[src/rtl/dowq_pkg.sv]
`default_nettype none

package dowq_pkg;

  localparam int QUEUE_DEPTH = 16;
  localparam int ID_BITS     = 8;
  localparam int MAX_RESULTS = 16;

  localparam int OPCODE_W  = 3;
  localparam int WORK_ID_W = 8;
  localparam int TIME_W    = 32;
  localparam int STATUS_W  = 3;

  localparam int CNT_W  = $clog2(QUEUE_DEPTH + 1);
  localparam int DISP_W = $clog2(MAX_RESULTS);

  localparam int IN_FIELDS_W  = OPCODE_W + WORK_ID_W + TIME_W;
  localparam int IN_TDATA_W   = ((IN_FIELDS_W + 7) / 8) * 8;
  localparam int OUT_FIELDS_W = STATUS_W + WORK_ID_W;
  localparam int OUT_TDATA_W  = ((OUT_FIELDS_W + 7) / 8) * 8;

  typedef enum logic [OPCODE_W-1:0] {
    OP_SCHED_AT    = 3'd0,
    OP_SCHED_AFTER = 3'd1,
    OP_CANCEL      = 3'd2,
    OP_RESCHED     = 3'd3,
    OP_TICK        = 3'd4
  } opcode_e;

  typedef enum logic [STATUS_W-1:0] {
    ST_OK         = 3'd0,
    ST_PAST       = 3'd1,
    ST_NOT_FOUND  = 3'd2,
    ST_CANCELLED  = 3'd3,
    ST_FULL       = 3'd4,
    ST_NO_CURRENT = 3'd5
  } status_e;

  // controller -> datapath
  typedef struct packed {
    logic load;     // capture the input transaction
    logic prep;     // form deadline / advance time
    logic exec;     // run a non-dispatch operation
    logic pop;      // dispatch the head entry
    logic last;     // tlast for the result being formed
  } dp_cmd_t;

  // datapath -> controller
  typedef struct packed {
    logic is_tick;
    logic head_due;
    logic next_due;
  } dp_stat_t;

endpackage

`default_nettype wire

[src/rtl/dowq_datapath.sv]
`default_nettype none

module dowq_datapath
  import dowq_pkg::*;
(
  input  wire logic                    clk_i,
  input  wire logic                    rst_ni,
  input  wire dp_cmd_t                 cmd_i,
  output dp_stat_t                     stat_o,
  input  wire logic [OPCODE_W-1:0]     opcode_i,
  input  wire logic [WORK_ID_W-1:0]    work_id_i,
  input  wire logic [TIME_W-1:0]       time_value_i,
  output logic [STATUS_W-1:0]          status_o,
  output logic                         dispatch_valid_o,
  output logic [WORK_ID_W-1:0]         dispatched_id_o
);

  // captured operation
  logic [OPCODE_W-1:0] op_q;
  logic [ID_BITS-1:0]  id_q;
  logic [TIME_W-1:0]   tv_q;
  logic [TIME_W-1:0]   dl_q;
  logic [ID_BITS-1:0]  tgt_q;

  // sorted queue, head in cell 0
  logic [TIME_W-1:0]  cell_dl_q [QUEUE_DEPTH];
  logic [ID_BITS-1:0] cell_id_q [QUEUE_DEPTH];
  logic [TIME_W-1:0]  cell_dl_d [QUEUE_DEPTH];
  logic [ID_BITS-1:0] cell_id_d [QUEUE_DEPTH];

  logic [CNT_W-1:0]   count_q;
  logic [TIME_W-1:0]  time_q;
  logic [ID_BITS-1:0] cur_id_q;
  logic               cur_present_q;
  logic               cur_cancel_q;

  logic [STATUS_W-1:0]  status_q;
  logic                 dv_q;
  logic [ID_BITS-1:0]   did_q;

  logic [QUEUE_DEPTH-1:0] le_mask, match_mask, rem_mask;
  logic [TIME_W-1:0]      sum;
  logic                   is_past, is_full, cur_hit;
  logic                   do_ins, do_rem;
  logic [STATUS_W-1:0]    op_status;

  assign sum = time_q + ((op_q == OP_TICK) ? TIME_W'(1) : tv_q);

  always_comb begin
    for (int i = 0; i < QUEUE_DEPTH; i++) begin
      le_mask[i]    = (CNT_W'(i) < count_q) && (cell_dl_q[i] <= dl_q);
      match_mask[i] = (CNT_W'(i) < count_q) && (cell_id_q[i] == id_q);
      // set from the first matching cell upward
      rem_mask[i]   = |(match_mask & ({QUEUE_DEPTH{1'b1}} >> (QUEUE_DEPTH - 1 - i)));
    end
  end

  assign is_past = dl_q < time_q;
  assign is_full = count_q == CNT_W'(QUEUE_DEPTH);
  assign cur_hit = cur_present_q && (id_q == cur_id_q);

  always_comb begin
    do_ins    = 1'b0;
    do_rem    = 1'b0;
    op_status = ST_OK;
    case (op_q)
      OP_SCHED_AT, OP_SCHED_AFTER: begin
        if (is_past)      op_status = ST_PAST;
        else if (is_full) op_status = ST_FULL;
        else              do_ins    = 1'b1;
      end
      OP_CANCEL: begin
        if (!cur_hit) begin
          if (|match_mask) do_rem    = 1'b1;
          else             op_status = ST_NOT_FOUND;
        end
      end
      OP_RESCHED: begin
        if (!cur_present_q)     op_status = ST_NO_CURRENT;
        else if (cur_cancel_q)  op_status = ST_CANCELLED;
        else if (is_past)       op_status = ST_PAST;
        else if (is_full)       op_status = ST_FULL;
        else                    do_ins    = 1'b1;
      end
      default: op_status = ST_OK;
    endcase
    if (!cmd_i.exec) begin
      do_ins = 1'b0;
      do_rem = 1'b0;
    end
  end

  always_comb begin
    for (int i = 0; i < QUEUE_DEPTH; i++) begin
      int up;
      int dn;
      up = (i < QUEUE_DEPTH - 1) ? i + 1 : i;
      dn = (i > 0) ? i - 1 : i;
      cell_dl_d[i] = cell_dl_q[i];
      cell_id_d[i] = cell_id_q[i];
      if (cmd_i.pop || (do_rem && rem_mask[i])) begin
        cell_dl_d[i] = cell_dl_q[up];
        cell_id_d[i] = cell_id_q[up];
      end else if (do_ins && !le_mask[i]) begin
        if (i == 0 || le_mask[dn]) begin
          cell_dl_d[i] = dl_q;
          cell_id_d[i] = tgt_q;
        end else begin
          cell_dl_d[i] = cell_dl_q[dn];
          cell_id_d[i] = cell_id_q[dn];
        end
      end
    end
  end

  always_ff @(posedge clk_i) begin
    for (int i = 0; i < QUEUE_DEPTH; i++) begin
      cell_dl_q[i] <= cell_dl_d[i];
      cell_id_q[i] <= cell_id_d[i];
    end
    if (cmd_i.load) begin
      op_q <= opcode_i;
      id_q <= ID_BITS'(work_id_i);
      tv_q <= time_value_i;
    end
    if (cmd_i.prep) begin
      dl_q  <= (op_q == OP_SCHED_AT) ? tv_q : sum;
      tgt_q <= (op_q == OP_RESCHED) ? cur_id_q : id_q;
    end
    if (cmd_i.pop) begin
      status_q <= ST_OK;
      dv_q     <= 1'b1;
      did_q    <= cell_id_q[0];
    end else if (cmd_i.exec) begin
      status_q <= (op_q == OP_TICK) ? STATUS_W'(ST_OK) : op_status;
      dv_q     <= 1'b0;
      did_q    <= '0;
    end
  end

  always_ff @(posedge clk_i or negedge rst_ni) begin
    if (!rst_ni) begin
      count_q       <= '0;
      time_q        <= '0;
      cur_id_q      <= '0;
      cur_present_q <= 1'b0;
      cur_cancel_q  <= 1'b0;
    end else begin
      if (cmd_i.prep && op_q == OP_TICK) time_q <= sum;
      if (cmd_i.pop) begin
        count_q       <= count_q - CNT_W'(1);
        cur_id_q      <= cell_id_q[0];
        cur_present_q <= 1'b1;
        cur_cancel_q  <= 1'b0;
      end else if (do_ins) begin
        count_q <= count_q + CNT_W'(1);
      end else if (do_rem) begin
        count_q <= count_q - CNT_W'(1);
      end
      if (cmd_i.exec && op_q == OP_CANCEL && cur_hit) cur_cancel_q <= 1'b1;
    end
  end

  assign stat_o.is_tick  = op_q == OP_TICK;
  assign stat_o.head_due = (count_q != '0) && (cell_dl_q[0] < time_q);
  assign stat_o.next_due = (count_q > CNT_W'(1)) && (cell_dl_q[1] < time_q);

  assign status_o         = status_q;
  assign dispatch_valid_o = dv_q;
  assign dispatched_id_o  = WORK_ID_W'(did_q);

endmodule

`default_nettype wire

[src/rtl/dowq_ctrl.sv]
`default_nettype none

module dowq_ctrl
  import dowq_pkg::*;
(
  input  wire logic     clk_i,
  input  wire logic     rst_ni,
  input  wire logic     in_valid_i,
  output logic          in_ready_o,
  output logic          out_valid_o,
  input  wire logic     out_ready_i,
  output logic          out_last_o,
  input  wire dp_stat_t stat_i,
  output dp_cmd_t       cmd_o
);

  typedef enum logic [1:0] {
    S_IDLE,
    S_PREP,
    S_EXEC,
    S_OUT
  } state_e;

  state_e            state_q;
  logic              rdy_q;
  logic              vld_q;
  logic              last_q;
  logic [DISP_W-1:0] n_q;
  logic              pop_last;

  // last dispatch of this tick: nothing more due or the per-tick cap reached
  assign pop_last = !stat_i.next_due || (n_q == DISP_W'(MAX_RESULTS - 1));

  always_comb begin
    cmd_o = '0;
    unique case (state_q)
      S_IDLE: cmd_o.load = in_valid_i && rdy_q;
      S_PREP: cmd_o.prep = 1'b1;
      S_EXEC: begin
        if (stat_i.is_tick && stat_i.head_due) begin
          cmd_o.pop  = 1'b1;
          cmd_o.last = pop_last;
        end else begin
          cmd_o.exec = 1'b1;
          cmd_o.last = 1'b1;
        end
      end
      S_OUT: cmd_o = '0;
      default: cmd_o = '0;
    endcase
  end

  always_ff @(posedge clk_i or negedge rst_ni) begin
    if (!rst_ni) begin
      state_q <= S_IDLE;
      rdy_q   <= 1'b1;
      vld_q   <= 1'b0;
      last_q  <= 1'b0;
      n_q     <= '0;
    end else begin
      unique case (state_q)
        S_IDLE: begin
          if (in_valid_i && rdy_q) begin
            rdy_q   <= 1'b0;
            n_q     <= '0;
            state_q <= S_PREP;
          end
        end
        S_PREP: state_q <= S_EXEC;
        S_EXEC: begin
          last_q  <= cmd_o.last;
          vld_q   <= 1'b1;
          if (cmd_o.pop) n_q <= n_q + DISP_W'(1);
          state_q <= S_OUT;
        end
        S_OUT: begin
          if (out_ready_i) begin
            vld_q <= 1'b0;
            if (last_q) begin
              rdy_q   <= 1'b1;
              state_q <= S_IDLE;
            end else begin
              state_q <= S_EXEC;
            end
          end
        end
        default: state_q <= S_IDLE;
      endcase
    end
  end

  assign in_ready_o  = rdy_q;
  assign out_valid_o = vld_q;
  assign out_last_o  = last_q;

endmodule

`default_nettype wire

[src/rtl/deadline_ordered_work_queue.sv]
// Each item passes the accept, prepare, execute and output states in order; the
//   result is registered in the execute state and held until it is taken, and a
//   new item is accepted only after the last result; a tick that dispatches entries
//   repeats execute and output for each, one insert/remove step per result.
// Reset (rst_ni, async, active low): queue empty, time zero, no current entry,
//   ready high; no clearing pass.
`default_nettype none

module deadline_ordered_work_queue
  import dowq_pkg::*;
(
  input  wire logic                   clk_i,
  input  wire logic                   rst_ni,
  input  wire logic                   s_axis_tvalid,
  output logic                        s_axis_tready,
  // [2:0] opcode, [10:3] work_id, [42:11] time_value, rest zero
  input  wire logic [IN_TDATA_W-1:0]  s_axis_tdata,
  output logic                        m_axis_tvalid,
  input  wire logic                   m_axis_tready,
  // [2:0] status, [10:3] dispatched_id, rest zero
  output logic [OUT_TDATA_W-1:0]      m_axis_tdata,
  // [0] dispatch_valid
  output logic                        m_axis_tuser,
  output logic                        m_axis_tlast
);

  dp_cmd_t               cmd;
  dp_stat_t              stat;
  logic [STATUS_W-1:0]   status;
  logic [WORK_ID_W-1:0]  dispatched_id;

  dowq_ctrl u_ctrl (
    .clk_i       (clk_i),
    .rst_ni      (rst_ni),
    .in_valid_i  (s_axis_tvalid),
    .in_ready_o  (s_axis_tready),
    .out_valid_o (m_axis_tvalid),
    .out_ready_i (m_axis_tready),
    .out_last_o  (m_axis_tlast),
    .stat_i      (stat),
    .cmd_o       (cmd)
  );

  dowq_datapath u_dp (
    .clk_i            (clk_i),
    .rst_ni           (rst_ni),
    .cmd_i            (cmd),
    .stat_o           (stat),
    .opcode_i         (s_axis_tdata[OPCODE_W-1:0]),
    .work_id_i        (s_axis_tdata[OPCODE_W +: WORK_ID_W]),
    .time_value_i     (s_axis_tdata[OPCODE_W + WORK_ID_W +: TIME_W]),
    .status_o         (status),
    .dispatch_valid_o (m_axis_tuser),
    .dispatched_id_o  (dispatched_id)
  );

  assign m_axis_tdata = OUT_TDATA_W'({dispatched_id, status});

endmodule

`default_nettype wire

[config.mk]
export PLATFORM = sky130hd
export DESIGN_NAME = deadline_ordered_work_queue
export DESIGN_NICKNAME = d
export VERILOG_FILES = /design/src/rtl/dowq_pkg.sv /design/src/rtl/dowq_datapath.sv /design/src/rtl/dowq_ctrl.sv /design/src/rtl/deadline_ordered_work_queue.sv
export SDC_FILE = /design/constraint.sdc
export NUM_CORES = 2
export LEC_CHECK = 0
export BUFFER_PORTS_ARGS = -buffer_cell sky130_fd_sc_hd__buf_2
export CORE_MARGIN = 2
export CORE_UTILIZATION = 40
export DETAILED_ROUTE_END_ITERATION = 16
export HOLD_SLACK_MARGIN = 0.05
export PLACE_DENSITY = 0.54
export SYNTH_ARGS = -nofsm -noshare
export SYNTH_HDL_FRONTEND = slang
export SYNTH_SLANG_ARGS = --single-unit
export TNS_END_PERCENT = 50
[constraint.sdc]
create_clock -name clk_i -period 7.6 [get_ports clk_i]
set_input_delay 1.14 -clock clk_i [delete_from_list [all_inputs] [get_ports clk_i]]
set_output_delay 1.14 -clock clk_i [all_outputs]
set_load 0.005 [all_outputs]
==> flow_summary.toml <==
[pwr]
irDropWorstVdd_v = 0.000266
power_leakage_nw = 23.7
p_per_area_nw_per_um2 = 366

[yosys]
synthTopCellsByArea = "edfxtp_1, ha_1, mux2i_1"
seq_area_frac_synth_pct = 42.6
async_flop_share_pct = 7.08
yosys.cell_types.count = 79
yosys_warnings = 0
synthesis.area_um2 = 55000
synthCells = 5251
syn-mean-instance-area_um2 = 10.5
synth_top_area_cell = "edfxtp_1"
synth_flop_cell = "edfxtp_1"
ys_seq_elements = 791
synth-edff-count = 731
yosysTopAreaCellShare_pct = 39.9

[run]
maxCapViolCount = 0

[cts]
clockBufferDepth = 3
clock-sinks = 791
postCtsResizedCells = 0
root_buffer = "clkbuf_16"
htree_levels = 3
cts_buffers = 95
cts_hold_buf = 0
clk_latency_ns = 0.70
cts_setup_buffers = 0
cts_tree = "yes"
clk_pin_slew_ns = 0.06

[layout]
final_util_pct = 44.3
multi_input_area_um2 = 30400
nets = 5930
drive_gt1_share_pct = 10.2
mostFrequentLayoutCell = "edfxtp_1"
area_growth_pct = 10.3
regArea_um2 = 23400
fillCellCount = 12904
final_cell_mix = "edfxtp_1, ha_1, o21ai_0, nand2_1, mux2i_1"

[floorplanning]
die_h_um = 375
rows = 136
io_pins = 72
coreArea_um2 = 137000
initial_core_util_pct = 40.2
die_w_um = 375
die_area_um2 = 141000

[route]
drt-total-wl_mm = 155
post_drt_wl_per_cell_um = 21.7
via_count = 40167
drc = 0
ant_nets = 0
drt_iter0_drc = 2584
drt_pass1_iterations = 6
vias_per_cell = 5.64

[critical_path]
path_cells = "inv_1 -> ha_1 -> nand4_1 -> nor4_1 -> nand2_1 -> nor4_1 -> nand2_1 -> o21ai_4 -> buf_4 -> buf_4 -> mux2i_1 -> a21oi_1"
crit_path_top_delay_cell = "nor4_1"
start_kind = "flop"
cp.required_ns = 8.02
critPathTopFamily = "simple AND/OR/NAND/NOR gates"
worstPathArrival_ns = 6.25
crit_type = "reg2reg"
slowest_delay_ns = 0.98
crit_fanout = 25
critPathBufInv = 3
end_kind = "flop"

[grt]
grt_max_degree = 82
antenna_found_initial = 1
track_usage_pct = 21.7
grt.overflow.total = 0
grt_pass1_vias = 40954
grt_pass1_wl_mm = 241

[sta]
layout_min_cycle_time_ns = 5.84
slew_violations = 0
hold_viol = 0
rsz0062_at_grt = "no"
hold_ws_ns = 0.264
finalSetupViolCount = 0
worst_pin_slew_ns = 1.22
worst_clock_skew_ns = 0.0194
setup_tns_ns = 0
fin_crit_sh_pct = 76.8
fmax_ghz = 0.171
relSlewSlack_pct = 18.6

[place]
place_congestion = 0.910
port_buffers = 61
dp_hpwl_mm = 122

[min_path]
hp-class = "in2async"

[outcome]
outcome = "completed"
==> power by group <==
group / leakage, nW / switching (mW) / internal (mW)
Combinational: 14.8 / 6.03 / 4.36
Clock: 1.45 / 1.93 / 2.57
Sequential: 7.38 / 1.03 / 6.31
Total: 23.7 / 8.99 / 13.2
==> area by class of cell <==
cell class / instances / share of cell area, %
Antenna cell: 5 / 0.0206
Clock buffer: 125 / 4.15
Clock inverter: 53 / 0.775
Inverter: 105 / 0.649
Multi-Input combinational cell: 4063 / 50.1
Sequential cell: 791 / 38.6
Tap cell: 1794 / 3.70
Timing Repair Buffer: 181 / 1.99
==> worst paths after layout <==
check | cells after the start | slack, ns | start | endpoint
worst max register to register | 12 | 1.76 | u_dp.dl_q[29]$_DFFE_PN_ | u_dp.cell_id_q[13][0]$_DFFE_PP_
worst min register to register | 2 | 0.47 | u_dp.dispatch_valid_o$_SDFFE_PP1P_ | u_dp.dispatch_valid_o$_SDFFE_PP1P_
min in group clk_i | 2 | 0.47 | u_dp.dispatch_valid_o$_SDFFE_PP1P_ | u_dp.dispatch_valid_o$_SDFFE_PP1P_
worst min-delay path | 1 | 0.26 | rst_ni | u_dp.count_q[3]$_DFFE_PN0P_
max in group asynchronous | 2 | 6.25 | rst_ni | u_dp.time_q[5]$_DFFE_PN0P_
worst max-delay path | 12 | 1.76 | u_dp.dl_q[29]$_DFFE_PN_ | u_dp.cell_id_q[13][0]$_DFFE_PP_
==> worst reg2reg max path: cells and delay by family, from the launching register on <==
family	cells	cell delay, ns
AOI/OAI and AO/OA	2	0.27
adders and majority gates	1	0.47
buffers and inverters	3	1.39
DFF	1	0.86
muxes	1	0.28
and+or+nand+nor	5	2.29
==> per-stage QoR <==
stage | area, um2 | total power, mW | std cells | setup slack, ns
floorplan | 55000 | 14.6 | 5255 | 1.37
global placement | 57700 | 17.4 | 6934 | 1.86
detailed placement | 57700 | 17.8 | 6934 | 1.90
CTS | 60700 | 22.4 | 7112 | 1.86
global route | 60700 | 23.8 | 7112 | 1.59
finish | 60700 | 22.2 | 7117 | 1.76
==> routing by layer <==
layer  up-vias  GRT usage, %  share of wire [%]
met3       211          1.88                3.3
met5         -             0                  0
met4         0          7.85                3.3
met2       776          35.2                 45
met1     19429          30.3                 48
li1      19751             -                  -
==> logic make-up (layout without fill, tap and decap cells) <==
logic type	after synthesis	after routing	share of synthesized area (%)
compound gates	1335	1335	14.0
xor+xnor	166	166	2.64
fa+ha+maj	641	641	14.6
buf+inv	401	464	2.96
flops	791	791	42.6
mux	664	664	12.6
other cells	1	10	0.00681
simple gates	1252	1252	10.6
==> Yosys cell counts (10+ instances only) <==
cell type	count
o21ai_0	559
a211oi_1	39
mux2i_1	417
mux2_2	171
a21o_1	135
xnor2_1	100
clkbuf_1	241
nor4_1	31
edfxtp_1	731
o211ai_1	19
o21a_1	26
ha_1	640
o21bai_1	15
inv_1	105
nand4_1	136
nor2b_1	53
mux2_1	76
and4_1	18
o31ai_1	14
and3_1	17
nand2_1	490
nand2b_1	25
o21ai_1	11
and2_1	36
nor3_1	43
dfrtp_1	55
a31oi_1	43
o2111ai_1	10
a21oi_1	388
buf_4	15
nor2_1	277
or3_1	14
buf_2	30
nand3_1	81
xor2_1	66
==> state kept, by name (all words and copies together) (netlist names), 2 cells and up <==
signal,count
u_dp.dispatched_id_o,8
u_dp.cell_dl_q,512
u_dp.dl_q,32
u_dp.tgt_q,8
u_ctrl.state_q,2
u_dp.time_q,32
u_dp.op_q,3
u_dp.tv_q,32
u_ctrl.n_q,4
u_dp.cell_id_q,128
u_dp.count_q,5
u_dp.status_o,3
u_dp.cur_id_q,8
u_dp.id_q,8
No activity file was read; power rests on OpenSTA's default activity.
